--- src/rtl/core/pjt_pkg.sv ---
// Shared types, codes and constants for the periodic job timer table.
// No dependencies.
`timescale 1ns / 1ps
package pjt_pkg;
    localparam int SLOTS = 12;
    localparam int SW = $clog2(SLOTS);
    localparam logic [7:0] MIN_INTERVAL_RST = 8'd5;

    typedef enum logic [2:0] {
        OP_ADD = 3'd0, OP_TICK = 3'd1, OP_DEL = 3'd2,
        OP_RUN = 3'd3, OP_DONE = 3'd4, OP_QUERY = 3'd5
    } op_t;

    typedef enum logic [3:0] {
        K_ADDED = 4'd0, K_FULL = 4'd1, K_FIRED = 4'd2, K_EXPIRED = 4'd3,
        K_TICK = 4'd4, K_REMOVED = 4'd5, K_RUNST = 4'd6, K_COMPLETED = 4'd7,
        K_INFO = 4'd8, K_EMPTY = 4'd9, K_STALE = 4'd10
    } kind_t;

    // controller -> datapath
    typedef struct packed {
        logic       latch;      // capture input request
        logic       exec;       // run single-step op
        logic       scan_init;  // start tick scan
        logic       scan_step;  // process slot at scan pointer
        logic       emit_tick;  // push tick done
        logic       out_pop;    // output taken
    } cmd_t;

    // datapath -> controller
    typedef struct packed {
        logic       scan_done;
        logic       out_full;
    } stat_t;
endpackage

--- src/rtl/core/pjt_datapath.sv ---
// Datapath: slot table, time and id counters, result register.
// Depends on pjt_pkg.
`timescale 1ns / 1ps
module pjt_datapath (
    input  logic                 clk,
    input  logic                 rst_n,
    input  pjt_pkg::cmd_t        cmd,
    output pjt_pkg::stat_t       stat,
    input  logic [7:0]           min_interval,
    input  logic [2:0]           opcode,
    input  logic [23:0]          interval_s,
    input  logic [23:0]          ttl_s,
    input  logic                 is_global,
    input  logic [15:0]          command_tag,
    input  logic [23:0]          target_id,
    input  logic                 delete_all,
    input  logic                 run_enable,
    input  logic [3:0]           slot_index,
    input  logic signed [31:0]   return_code,
    output logic [3:0]           kind,
    output logic [3:0]           slot,
    output logic [23:0]          job_id,
    output logic [15:0]          command_out,
    output logic                 global_flag,
    output logic [31:0]          count,
    output logic [23:0]          interval_out,
    output logic [31:0]          remaining_s,
    output logic signed [31:0]   last_code,
    output logic                 running,
    output logic                 persist_changed,
    output logic                 last
);
    localparam int SL = pjt_pkg::SLOTS;
    localparam int SW = pjt_pkg::SW;

    // latched request
    logic [2:0]  op_reg;
    logic [23:0] intv_reg, ttl_reg, tgt_reg;
    logic        glob_reg, all_reg, ren_reg;
    logic [15:0] cmdtag_reg;
    logic [3:0]  idx_reg;
    logic [31:0] code_reg;

    logic [31:0] now_reg;
    logic [23:0] nid_reg;
    logic        run_reg;
    logic [SL-1:0] used_reg;
    logic [23:0] s_id  [SL];
    logic [23:0] s_iv  [SL];
    logic [31:0] s_due [SL];
    logic [31:0] s_exp [SL];
    logic        s_gl  [SL];
    logic [31:0] s_runs[SL];
    logic [31:0] s_code[SL];
    logic [15:0] s_cmd [SL];

    logic [SW-1:0] ptr_reg;
    logic          scan_reg;

    // output register occupancy
    logic        full_reg;

    // first free slot
    logic          free_found;
    logic [SW-1:0] free_idx;
    always_comb
    begin
        free_found = 1'b0;
        free_idx   = '0;
        for (int i = SL - 1; i >= 0; i--)
        begin
            if (!used_reg[i])
            begin
                free_found = 1'b1;
                free_idx   = SW'(i);
            end
        end
    end

    logic idx_ok;
    logic [SW-1:0] idx;
    assign idx_ok = ({28'd0, idx_reg} < SL) && used_reg[idx_reg[SW-1:0]];
    assign idx    = idx_reg[SW-1:0];

    logic [23:0] every;
    always_comb
    begin
        every = intv_reg;
        if (intv_reg != 24'd0 && intv_reg < {16'd0, min_interval})
            every = {16'd0, min_interval};
    end

    // delete match vector and count
    logic [SL-1:0] del_hit;
    logic [5:0]    del_n;
    logic          del_touch;
    always_comb
    begin
        del_n = '0;
        del_touch = 1'b0;
        for (int i = 0; i < SL; i++)
        begin
            del_hit[i] = used_reg[i] && (all_reg || s_id[i] == tgt_reg);
            del_n = del_n + 6'(del_hit[i]);
            del_touch = del_touch | (del_hit[i] & s_gl[i]);
        end
    end

    logic [23:0] nid_inc;
    assign nid_inc = nid_reg + 24'd1;

    logic [31:0] p_exp, p_due;
    logic [23:0] p_iv;
    logic p_used, p_expired, p_fire;
    assign p_used    = used_reg[ptr_reg];
    assign p_exp     = s_exp[ptr_reg];
    assign p_due     = s_due[ptr_reg];
    assign p_iv      = s_iv[ptr_reg];
    assign p_expired = (p_exp != 32'd0) && (now_reg > p_exp);
    assign p_fire    = now_reg >= p_due;

    assign stat.scan_done   = !scan_reg;
    assign stat.out_full    = full_reg;
    assign running          = run_reg;

    // one result goes to the output register; helper to fill from a slot
    logic          push;
    logic [3:0]    pk;
    logic [3:0]    ps;
    logic          pslot;
    logic [SW-1:0] psi;
    logic [31:0]   pcount, prem;
    logic          ppers, plast;
    always_comb
    begin
        push = 1'b0; pk = pjt_pkg::K_TICK; ps = '0; pslot = 1'b0; psi = '0;
        pcount = '0; prem = '0; ppers = 1'b0; plast = 1'b1;
        if (cmd.exec)
        begin
            push = 1'b1;
            case (op_reg)
                pjt_pkg::OP_ADD:
                begin
                    if (free_found)
                    begin
                        pk = pjt_pkg::K_ADDED; pslot = 1'b1; psi = free_idx;
                        ps = 4'(free_idx); ppers = glob_reg;
                    end
                    else
                        pk = pjt_pkg::K_FULL;
                end
                pjt_pkg::OP_DEL:
                begin
                    pk = pjt_pkg::K_REMOVED; pcount = 32'(del_n); ppers = del_touch;
                end
                pjt_pkg::OP_RUN: pk = pjt_pkg::K_RUNST;
                pjt_pkg::OP_DONE:
                begin
                    ps = idx_reg;
                    if (idx_ok)
                    begin
                        pk = pjt_pkg::K_COMPLETED; pslot = 1'b1; psi = idx;
                        ppers = (s_iv[idx] == 24'd0) & s_gl[idx];
                    end
                    else
                        pk = pjt_pkg::K_STALE;
                end
                pjt_pkg::OP_QUERY:
                begin
                    ps = idx_reg;
                    if (idx_ok)
                    begin
                        pk = pjt_pkg::K_INFO; pslot = 1'b1; psi = idx;
                        if (s_exp[idx] != 32'd0 && s_exp[idx] > now_reg)
                            prem = s_exp[idx] - now_reg;
                    end
                    else
                        pk = pjt_pkg::K_EMPTY;
                end
                default: push = 1'b0;
            endcase
        end
        else if (cmd.scan_step && p_used && (p_expired || p_fire))
        begin
            push = 1'b1; pslot = 1'b1; psi = ptr_reg; ps = 4'(ptr_reg); plast = 1'b0;
            if (p_expired)
            begin
                pk = pjt_pkg::K_EXPIRED; ppers = s_gl[ptr_reg];
            end
            else
                pk = pjt_pkg::K_FIRED;
        end
        else if (cmd.emit_tick)
            push = 1'b1;
    end

    // values shown reflect the table after the op (completion increments)
    always_ff @(posedge clk)
    begin
        if (push)
        begin
            kind <= pk; slot <= ps; remaining_s <= prem; last <= plast;
            persist_changed <= ppers;
            count <= pcount;
            job_id <= '0; command_out <= '0; global_flag <= 1'b0;
            interval_out <= '0; last_code <= '0;
            if (pslot)
            begin
                if (cmd.exec && op_reg == pjt_pkg::OP_ADD)
                begin
                    job_id <= nid_reg; command_out <= cmdtag_reg;
                    global_flag <= glob_reg; interval_out <= every;
                end
                else
                begin
                    job_id <= s_id[psi]; command_out <= s_cmd[psi];
                    global_flag <= s_gl[psi]; interval_out <= s_iv[psi];
                    count <= s_runs[psi] + 32'(cmd.exec);
                    last_code <= cmd.exec ? code_reg : s_code[psi];
                    if (cmd.exec && op_reg == pjt_pkg::OP_QUERY)
                    begin
                        count <= s_runs[psi];
                        last_code <= s_code[psi];
                    end
                end
            end
        end
    end

    always_ff @(posedge clk or negedge rst_n)
    begin
        if (!rst_n)
        begin
            full_reg <= 1'b0;
        end
        else
        begin
            if (push)
                full_reg <= 1'b1;
            else if (cmd.out_pop)
                full_reg <= 1'b0;
        end
    end

    always_ff @(posedge clk)
    begin
        if (cmd.latch)
        begin
            op_reg <= opcode; intv_reg <= interval_s; ttl_reg <= ttl_s;
            glob_reg <= is_global; cmdtag_reg <= command_tag; tgt_reg <= target_id;
            all_reg <= delete_all; ren_reg <= run_enable; idx_reg <= slot_index;
            code_reg <= return_code;
        end
        if (cmd.exec && op_reg == pjt_pkg::OP_ADD && free_found)
        begin
            s_id[free_idx]  <= nid_reg;
            s_iv[free_idx]  <= every;
            s_due[free_idx] <= now_reg + ((every != 24'd0) ? {8'd0, every} : 32'd1);
            s_exp[free_idx] <= (ttl_reg != 24'd0) ? now_reg + {8'd0, ttl_reg} : 32'd0;
            s_gl[free_idx]  <= glob_reg;
            s_runs[free_idx] <= '0;
            s_code[free_idx] <= '0;
            s_cmd[free_idx] <= cmdtag_reg;
        end
        if (cmd.exec && op_reg == pjt_pkg::OP_DONE && idx_ok)
        begin
            s_runs[idx] <= s_runs[idx] + 32'd1;
            s_code[idx] <= code_reg;
        end
        if (cmd.scan_step && p_used && !p_expired && p_fire)
            s_due[ptr_reg] <= now_reg + ((p_iv != 24'd0) ? {8'd0, p_iv} : 32'd1);
    end

    always_ff @(posedge clk or negedge rst_n)
    begin
        if (!rst_n)
        begin
            now_reg <= '0; nid_reg <= 24'd1; run_reg <= 1'b1; used_reg <= '0;
            ptr_reg <= '0; scan_reg <= 1'b0;
        end
        else
        begin
            if (cmd.exec)
            begin
                case (op_reg)
                    pjt_pkg::OP_ADD:
                        if (free_found)
                        begin
                            used_reg[free_idx] <= 1'b1;
                            nid_reg <= (nid_inc == 24'd0) ? 24'd1 : nid_inc;
                        end
                    pjt_pkg::OP_DEL: used_reg <= used_reg & ~del_hit;
                    pjt_pkg::OP_RUN: run_reg <= ren_reg;
                    pjt_pkg::OP_DONE:
                        if (idx_ok && s_iv[idx] == 24'd0)
                            used_reg[idx] <= 1'b0;
                    default: ;
                endcase
            end
            if (cmd.scan_init)
            begin
                now_reg <= now_reg + 32'd1;
                ptr_reg <= '0;
                scan_reg <= run_reg;
            end
            else if (cmd.scan_step)
            begin
                if (p_used && p_expired)
                    used_reg[ptr_reg] <= 1'b0;
                if (ptr_reg == SW'(SL - 1))
                    scan_reg <= 1'b0;
                else
                    ptr_reg <= ptr_reg + SW'(1);
            end
        end
    end
endmodule

--- src/rtl/core/pjt_ctrl.sv ---
// Controller state machine: request intake, tick scan sequencing, output.
// Depends on pjt_pkg.
`timescale 1ns / 1ps
module pjt_ctrl (
    input  logic           clk,
    input  logic           rst_n,
    input  logic           in_valid,
    output logic           in_ready,
    input  logic [2:0]     opcode,
    output logic           out_valid,
    input  logic           out_ready,
    output pjt_pkg::cmd_t  cmd,
    input  pjt_pkg::stat_t stat
);
    typedef enum logic [4:0] {
        S_IDLE = 5'b00001, S_EXEC = 5'b00010, S_INIT = 5'b00100,
        S_SCAN = 5'b01000, S_TICK = 5'b10000
    } state_t;

    state_t state_reg, state_next;
    logic   pop;

    assign out_valid = stat.out_full;
    assign pop       = out_valid && out_ready;
    // a new result may be written when register is empty or being drained
    logic room;
    assign room = !stat.out_full || out_ready;

    assign in_ready = (state_reg == S_IDLE);

    always_comb
    begin
        state_next = state_reg;
        cmd = '0;
        cmd.out_pop = pop;
        case (state_reg)
            S_IDLE:
                if (in_valid)
                begin
                    cmd.latch = 1'b1;
                    if (opcode == pjt_pkg::OP_TICK)
                        state_next = S_INIT;
                    else if (opcode inside {[pjt_pkg::OP_ADD:pjt_pkg::OP_QUERY]})
                        state_next = S_EXEC;
                end
            S_EXEC:
                if (room)
                begin
                    cmd.exec = 1'b1;
                    state_next = S_IDLE;
                end
            S_INIT:
            begin
                cmd.scan_init = 1'b1;
                state_next = S_SCAN;
            end
            S_SCAN:
                if (stat.scan_done)
                    state_next = S_TICK;
                else if (room)
                    cmd.scan_step = 1'b1;
            S_TICK:
                if (room)
                begin
                    cmd.emit_tick = 1'b1;
                    state_next = S_IDLE;
                end
            default: state_next = S_IDLE;
        endcase
    end

    always_ff @(posedge clk or negedge rst_n)
    begin
        if (!rst_n)
        begin
            state_reg <= S_IDLE;
        end
        else
        begin
            state_reg <= state_next;
        end
    end
endmodule

--- src/rtl/core/periodic_job_timer_table_core.sv ---
// Top level of the periodic job timer table: config register, controller, datapath.
// Depends on pjt_pkg, pjt_ctrl, pjt_datapath.
`timescale 1ns / 1ps
// A table of 12 job timers at one-second resolution. Each request on the input
// channel other than opcodes 6 and 7 produces one or more results on the output
// channel; the final one has last set. Add, delete, run state, completion and
// query load their one result into the output register from the execute state
// (S_EXEC) once the output register has room, and the next request can then be
// accepted. Opcodes 6 and 7 give no result. A tick advances time in the init
// state (S_INIT), then the controller walks the slots one per cycle while the
// output register has room, sees the end of the walk and loads tick done from
// the tick state (S_TICK). A paused tick skips the walk. Every cycle in which
// the output register holds a result that is not taken holds the walk or the
// result load for that cycle.
// A new request is taken only after the previous one has loaded all results.
// min_interval is to be written through the cfg channel only while the block
// is idle; the block itself does not enforce this.
module periodic_job_timer_table_core (
    input  logic                 clk,
    input  logic                 rst_n,
    input  logic                 cfg_valid,
    output logic                 cfg_ready,
    input  logic [7:0]           cfg_data,
    input  logic                 in_valid,
    output logic                 in_ready,
    input  logic [2:0]           opcode,
    input  logic [23:0]          interval_s,
    input  logic [23:0]          ttl_s,
    input  logic                 is_global,
    input  logic [15:0]          command_tag,
    input  logic [23:0]          target_id,
    input  logic                 delete_all,
    input  logic                 run_enable,
    input  logic [3:0]           slot_index,
    input  logic signed [31:0]   return_code,
    output logic                 out_valid,
    input  logic                 out_ready,
    output logic [3:0]           kind,
    output logic [3:0]           slot,
    output logic [23:0]          job_id,
    output logic [15:0]          command_out,
    output logic                 global_flag,
    output logic [31:0]          count,
    output logic [23:0]          interval_out,
    output logic [31:0]          remaining_s,
    output logic signed [31:0]   last_code,
    output logic                 running,
    output logic                 persist_changed,
    output logic                 last
);
    logic [7:0] min_interval_reg;
    pjt_pkg::cmd_t  cmd;
    pjt_pkg::stat_t stat;

    // config register always writable
    assign cfg_ready = 1'b1;
    always_ff @(posedge clk or negedge rst_n)
    begin
        if (!rst_n)
            min_interval_reg <= pjt_pkg::MIN_INTERVAL_RST;
        else if (cfg_valid)
            min_interval_reg <= cfg_data;
    end

    pjt_ctrl u_ctrl (
        .clk(clk), .rst_n(rst_n), .in_valid(in_valid), .in_ready(in_ready),
        .opcode(opcode), .out_valid(out_valid), .out_ready(out_ready),
        .cmd(cmd), .stat(stat)
    );

    pjt_datapath u_dp (
        .clk(clk), .rst_n(rst_n), .cmd(cmd), .stat(stat),
        .min_interval(min_interval_reg),
        .opcode(opcode), .interval_s(interval_s), .ttl_s(ttl_s),
        .is_global(is_global), .command_tag(command_tag), .target_id(target_id),
        .delete_all(delete_all), .run_enable(run_enable), .slot_index(slot_index),
        .return_code(return_code),
        .kind(kind), .slot(slot), .job_id(job_id), .command_out(command_out),
        .global_flag(global_flag), .count(count), .interval_out(interval_out),
        .remaining_s(remaining_s), .last_code(last_code), .running(running),
        .persist_changed(persist_changed), .last(last)
    );
endmodule

--- config.mk ---
export PLATFORM = sky130hd
export DESIGN_NAME = periodic_job_timer_table_core
export DESIGN_NICKNAME = d
export VERILOG_FILES = /design/src/rtl/core/pjt_pkg.sv /design/src/rtl/core/pjt_datapath.sv /design/src/rtl/core/pjt_ctrl.sv /design/src/rtl/core/periodic_job_timer_table_core.sv
export SDC_FILE = /design/constraint.sdc
export NUM_CORES = 2
export LEC_CHECK = 0
export BUFFER_PORTS_ARGS = -buffer_cell sky130_fd_sc_hd__buf_2
export CAP_MARGIN = 20
export CORE_ASPECT_RATIO = 0.7
export CORE_MARGIN = 2
export CORE_UTILIZATION = 50
export DETAILED_ROUTE_END_ITERATION = 8
export PLACE_DENSITY_LB_ADDON = 0.12
export SLEW_MARGIN = 20
export SYNTH_ARGS = -nofsm -noshare
export SYNTH_HDL_FRONTEND = slang
export SYNTH_SLANG_ARGS = --single-unit
--- constraint.sdc ---
create_clock -name clk -period 16.43 [get_ports clk]
set_input_delay 1.643 -clock clk [delete_from_list [all_inputs] [get_ports clk]]
set_output_delay 1.643 -clock clk [all_outputs]
set_load 0.02 [all_outputs]
==> summary.md <==
| Metric | Value |
|---|---|
| Post-CTS Setup Inserts | `0` |
| Clock Path Buffers | `4` |
| Initial Util | `0.502` |
| Io pins | `318` |
| CTS tree | `done` |
| Initial antenna violation count | `14` |
| Post-route ant nets | `0` |
| Die area | `257000 µm²` |
| Synth Area in Adders | `0.0178` |
| Synth Area in Simple Gates | `0.118` |
| Endpoints failing hold | `0` |
| Share of cells above drive strength 1 | `0.158` |
| DPL Wire Length | `253000 µm` |
| Mean Syn Cell Area | `13.6 µm²` |
| Gate count after technology mapping | `9310` |
| Pwr dens | `130 nW/µm²` |
| Cell mode on critical path | `o21ai_0` |
| Wirelength per Cell | `31.6 µm` |
| Critical Path AT | `12160 ps` |
| Register area share after synthesis | `0.642` |
| Fmax | `0.0862 GHz` |
| Critical-path top delay cell | `dfrtp_4` |
| Asr flop ratio synth | `0.0324` |
| Setup TNS | `0 ps` |
| Die W | `605 µm` |
| Die height | `424 µm` |
| Xor/xnor share of the synthesized area | `0.0325` |
| Post_cts resized | `0` |
| Htree depth | `5` |
| Largest family of logic cells by synthesized area | `simple AND/OR/NAND/NOR gates` |
| Leak Pwr | `49.1 nW` |
| Total track usage | `0.318` |
| Post-synth EDFFs | `2621` |
| Via count | `85303` |
| DRC viols | `0` |
| Data required, critical path | `16980 ps` |
| Setup CP Type | `reg2reg` |
| Fin nets | `9828` |
| Largest stage delay, worst path | `820 ps` |
| Fillers | `20267` |
| Post-synth design cell area | `126000 µm²` |
| Port Buf Inserts | `316` |
| Critical Path Source Type | `register` |
| Global-route wire length before repair | `591000 µm` |
| DR iter-0 viols | `12265` |
| Row count | `154` |
| Total gr overflow | `0` |
| Largest fanout on the critical path | `55` |
| Num CTS Buffers | `278` |
| Max Cap Viol | `0` |
| Clock sink count | `2713` |
| Final wirelength | `414000 µm` |
| Final design utilization | `0.559` |
| Skew-Pair Late Insertion Delay | `880 ps` |
| Synth Area in Compound Gates | `0.0631` |
| YS warnings | `0` |
| Minimum clock period | `11610 ps` |
| Slew Limit Fails | `0` |
| Via-per-instance ratio | `6.52` |
| Reg area | `81000 µm²` |
| Setup violation total in the final timing report | `0` |
| Worst vdd ir | `0.135 mV` |
| Crit. End Element | `register` |
| Global placer's final weighted congestion | `0.959` |
| Hold WC Path Type | `reg2reg` |
| Worst rel slew slack | `0.0964` |
| Mux cell area share after synthesis | `0.104` |
| Period utilization | `0.706` |
| Synth-to-layout area growth | `11.3%` |
| Status | `completed` |
| Area occupied by multi-input gates | `42900 µm²` |
| CTS Root Buffer Type | `clkbuf_16` |
| Worst-path clk slew | `70 ps` |
| Main flop type after synthesis | `edfxtp_1` |
| RSZ-0062 raised after global routing | `false` |
| Overall power | `18.3 mW` |
| Number of global-route vias before repair | `81267` |
| Worst Skew | `60.1 ps` |
| Post-synth cell types | `103` |
| Drt pass-1 iters | `6` |
| Largest net degree at the start of global routing | `160` |
| Worst-Margin Slew | `1340 ps` |
| Cts-stage hold buffer count | `0` |
| CORE AREA | `251000 µm²` |
| Seq cells post-synth | `2713` |
where the power goes:
group	internal, mW	switching [mW]
Sequential	7.92	0.359
Combinational	1.40	2.36
Clock	3.56	2.69
metal layers:
| metal | global-route usage | vias up | part of all wire |
|---|---|---|---|
| li1 | - | 35868 | - |
| met1 | 0.479 | 43466 | 0.42 |
| met2 | 0.455 | 5255 | 0.43 |
| met3 | 0.0745 | 706 | 0.12 |
| met4 | 0.108 | 8 | 0.037 |
| met5 | 0 | - | 0.00010 |
area by class of cell:
type	count	area share
antenna	8	0.000142
clock buffer	356	0.0528
clock inverter	128	0.00935
inverter	108	0.00294
multi-input combinational	5899	0.305
sequential	2713	0.577
tap	3354	0.0299
timing repair buffer	511	0.0230
final timing paths:
check / start / to / slack, ps / cells after the start
worst max register to register: u_dp.ptr_reg[3]$_DFFE_PN0P_ / u_dp.s_due[3][26]$_DFFE_PP_ / 4820 / 32
worst min register to register: min_interval_reg[2]$_DFFE_PN1P_ / min_interval_reg[2]$_DFFE_PN1P_ / 560 / 2
worst max-delay path: u_dp.ptr_reg[3]$_DFFE_PN0P_ / u_dp.s_due[3][26]$_DFFE_PP_ / 4820 / 32
worst min-delay path: min_interval_reg[2]$_DFFE_PN1P_ / min_interval_reg[2]$_DFFE_PN1P_ / 560 / 2
min in group asynchronous: rst_n / u_dp.nid_reg[3]$_DFFE_PN0P_ / 770 / 1
max in group asynchronous: rst_n / u_dp.ptr_reg[1]$_DFFE_PN0P_ / 14180 / 2
synthesized netlist by cell type (25+ instances only):
cell	number	area share
buf_1	107	0.0032
a21o_1	40	0.0024
mux4_2	477	0.085
inv_1	106	0.0032
nand2_1	1682	0.050
o211ai_1	71	0.0042
edfxtp_1	2621	0.62
dfrtp_1	83	0.016
nor4_1	122	0.0060
a21oi_1	461	0.018
a31oi_1	130	0.0064
a211oi_1	73	0.0043
a311oi_1	39	0.0027
or3_1	25	0.0012
mux2i_1	177	0.014
and3_1	164	0.0081
and2_1	52	0.0026
nand3_1	513	0.020
mux2_2	49	0.0044
nor2b_1	32	0.0016
xnor2_1	324	0.022
ha_1	164	0.016
a22o_1	34	0.0024
clkbuf_1	338	0.010
xor2_1	144	0.010
nor3_1	119	0.0047
nand4_1	117	0.0058
buf_2	123	0.0049
nor2_1	363	0.011
o21ai_0	194	0.0077
stage by stage:
stage	cell area (µm²)	hold slack [ps]	std cells	setup WS, ps
4_1_cts	140000	559	13068	5330
6_report	141000	559	13077	4820
3_5_place_dp	132000	547	12584	5390
2_1_floorplan	126000	456	9313	1680
3_3_place_gp	132000	534	12584	5540
5_1_grt	141000	607	13070	4080
cells in the final DEF, fill, tap and decap left out, drive strengths merged, types with 123 or more instances in the layout:
cell / netlist / routed
ha: 164 / 164
nand2: 1683 / 1683
nand3: 515 / 515
xnor2: 324 / 324
mux2i: 177 / 177
nor4: 123 / 123
mux4: 479 / 479
and3: 164 / 164
nor2: 364 / 364
a21oi: 463 / 463
edfxtp: 2621 / 2621
buf: 254 / 511
o21ai: 200 / 200
xor2: 144 / 144
a31oi: 130 / 130
clkbuf: 339 / 356
critical path: cells and delay by family (launching register included):
kind	cells	cell delay, ps
compound gates	20	6060
buf+inv	3	1500
simple gates	5	1190
fa+ha+maj	3	910
flops	1	820
xor+xnor	1	700
cell families after synthesis:
logic type | after synthesis
adder cells (fa/ha/maj) | 174
flip-flops | 2713
other | 2
buffers and inverters | 701
AO/OA/AOI/OAI | 1256
AND/OR/NAND/NOR | 3290
XOR/XNOR | 468
multiplexers | 706
No activity file was read; power rests on OpenSTA's default activity.
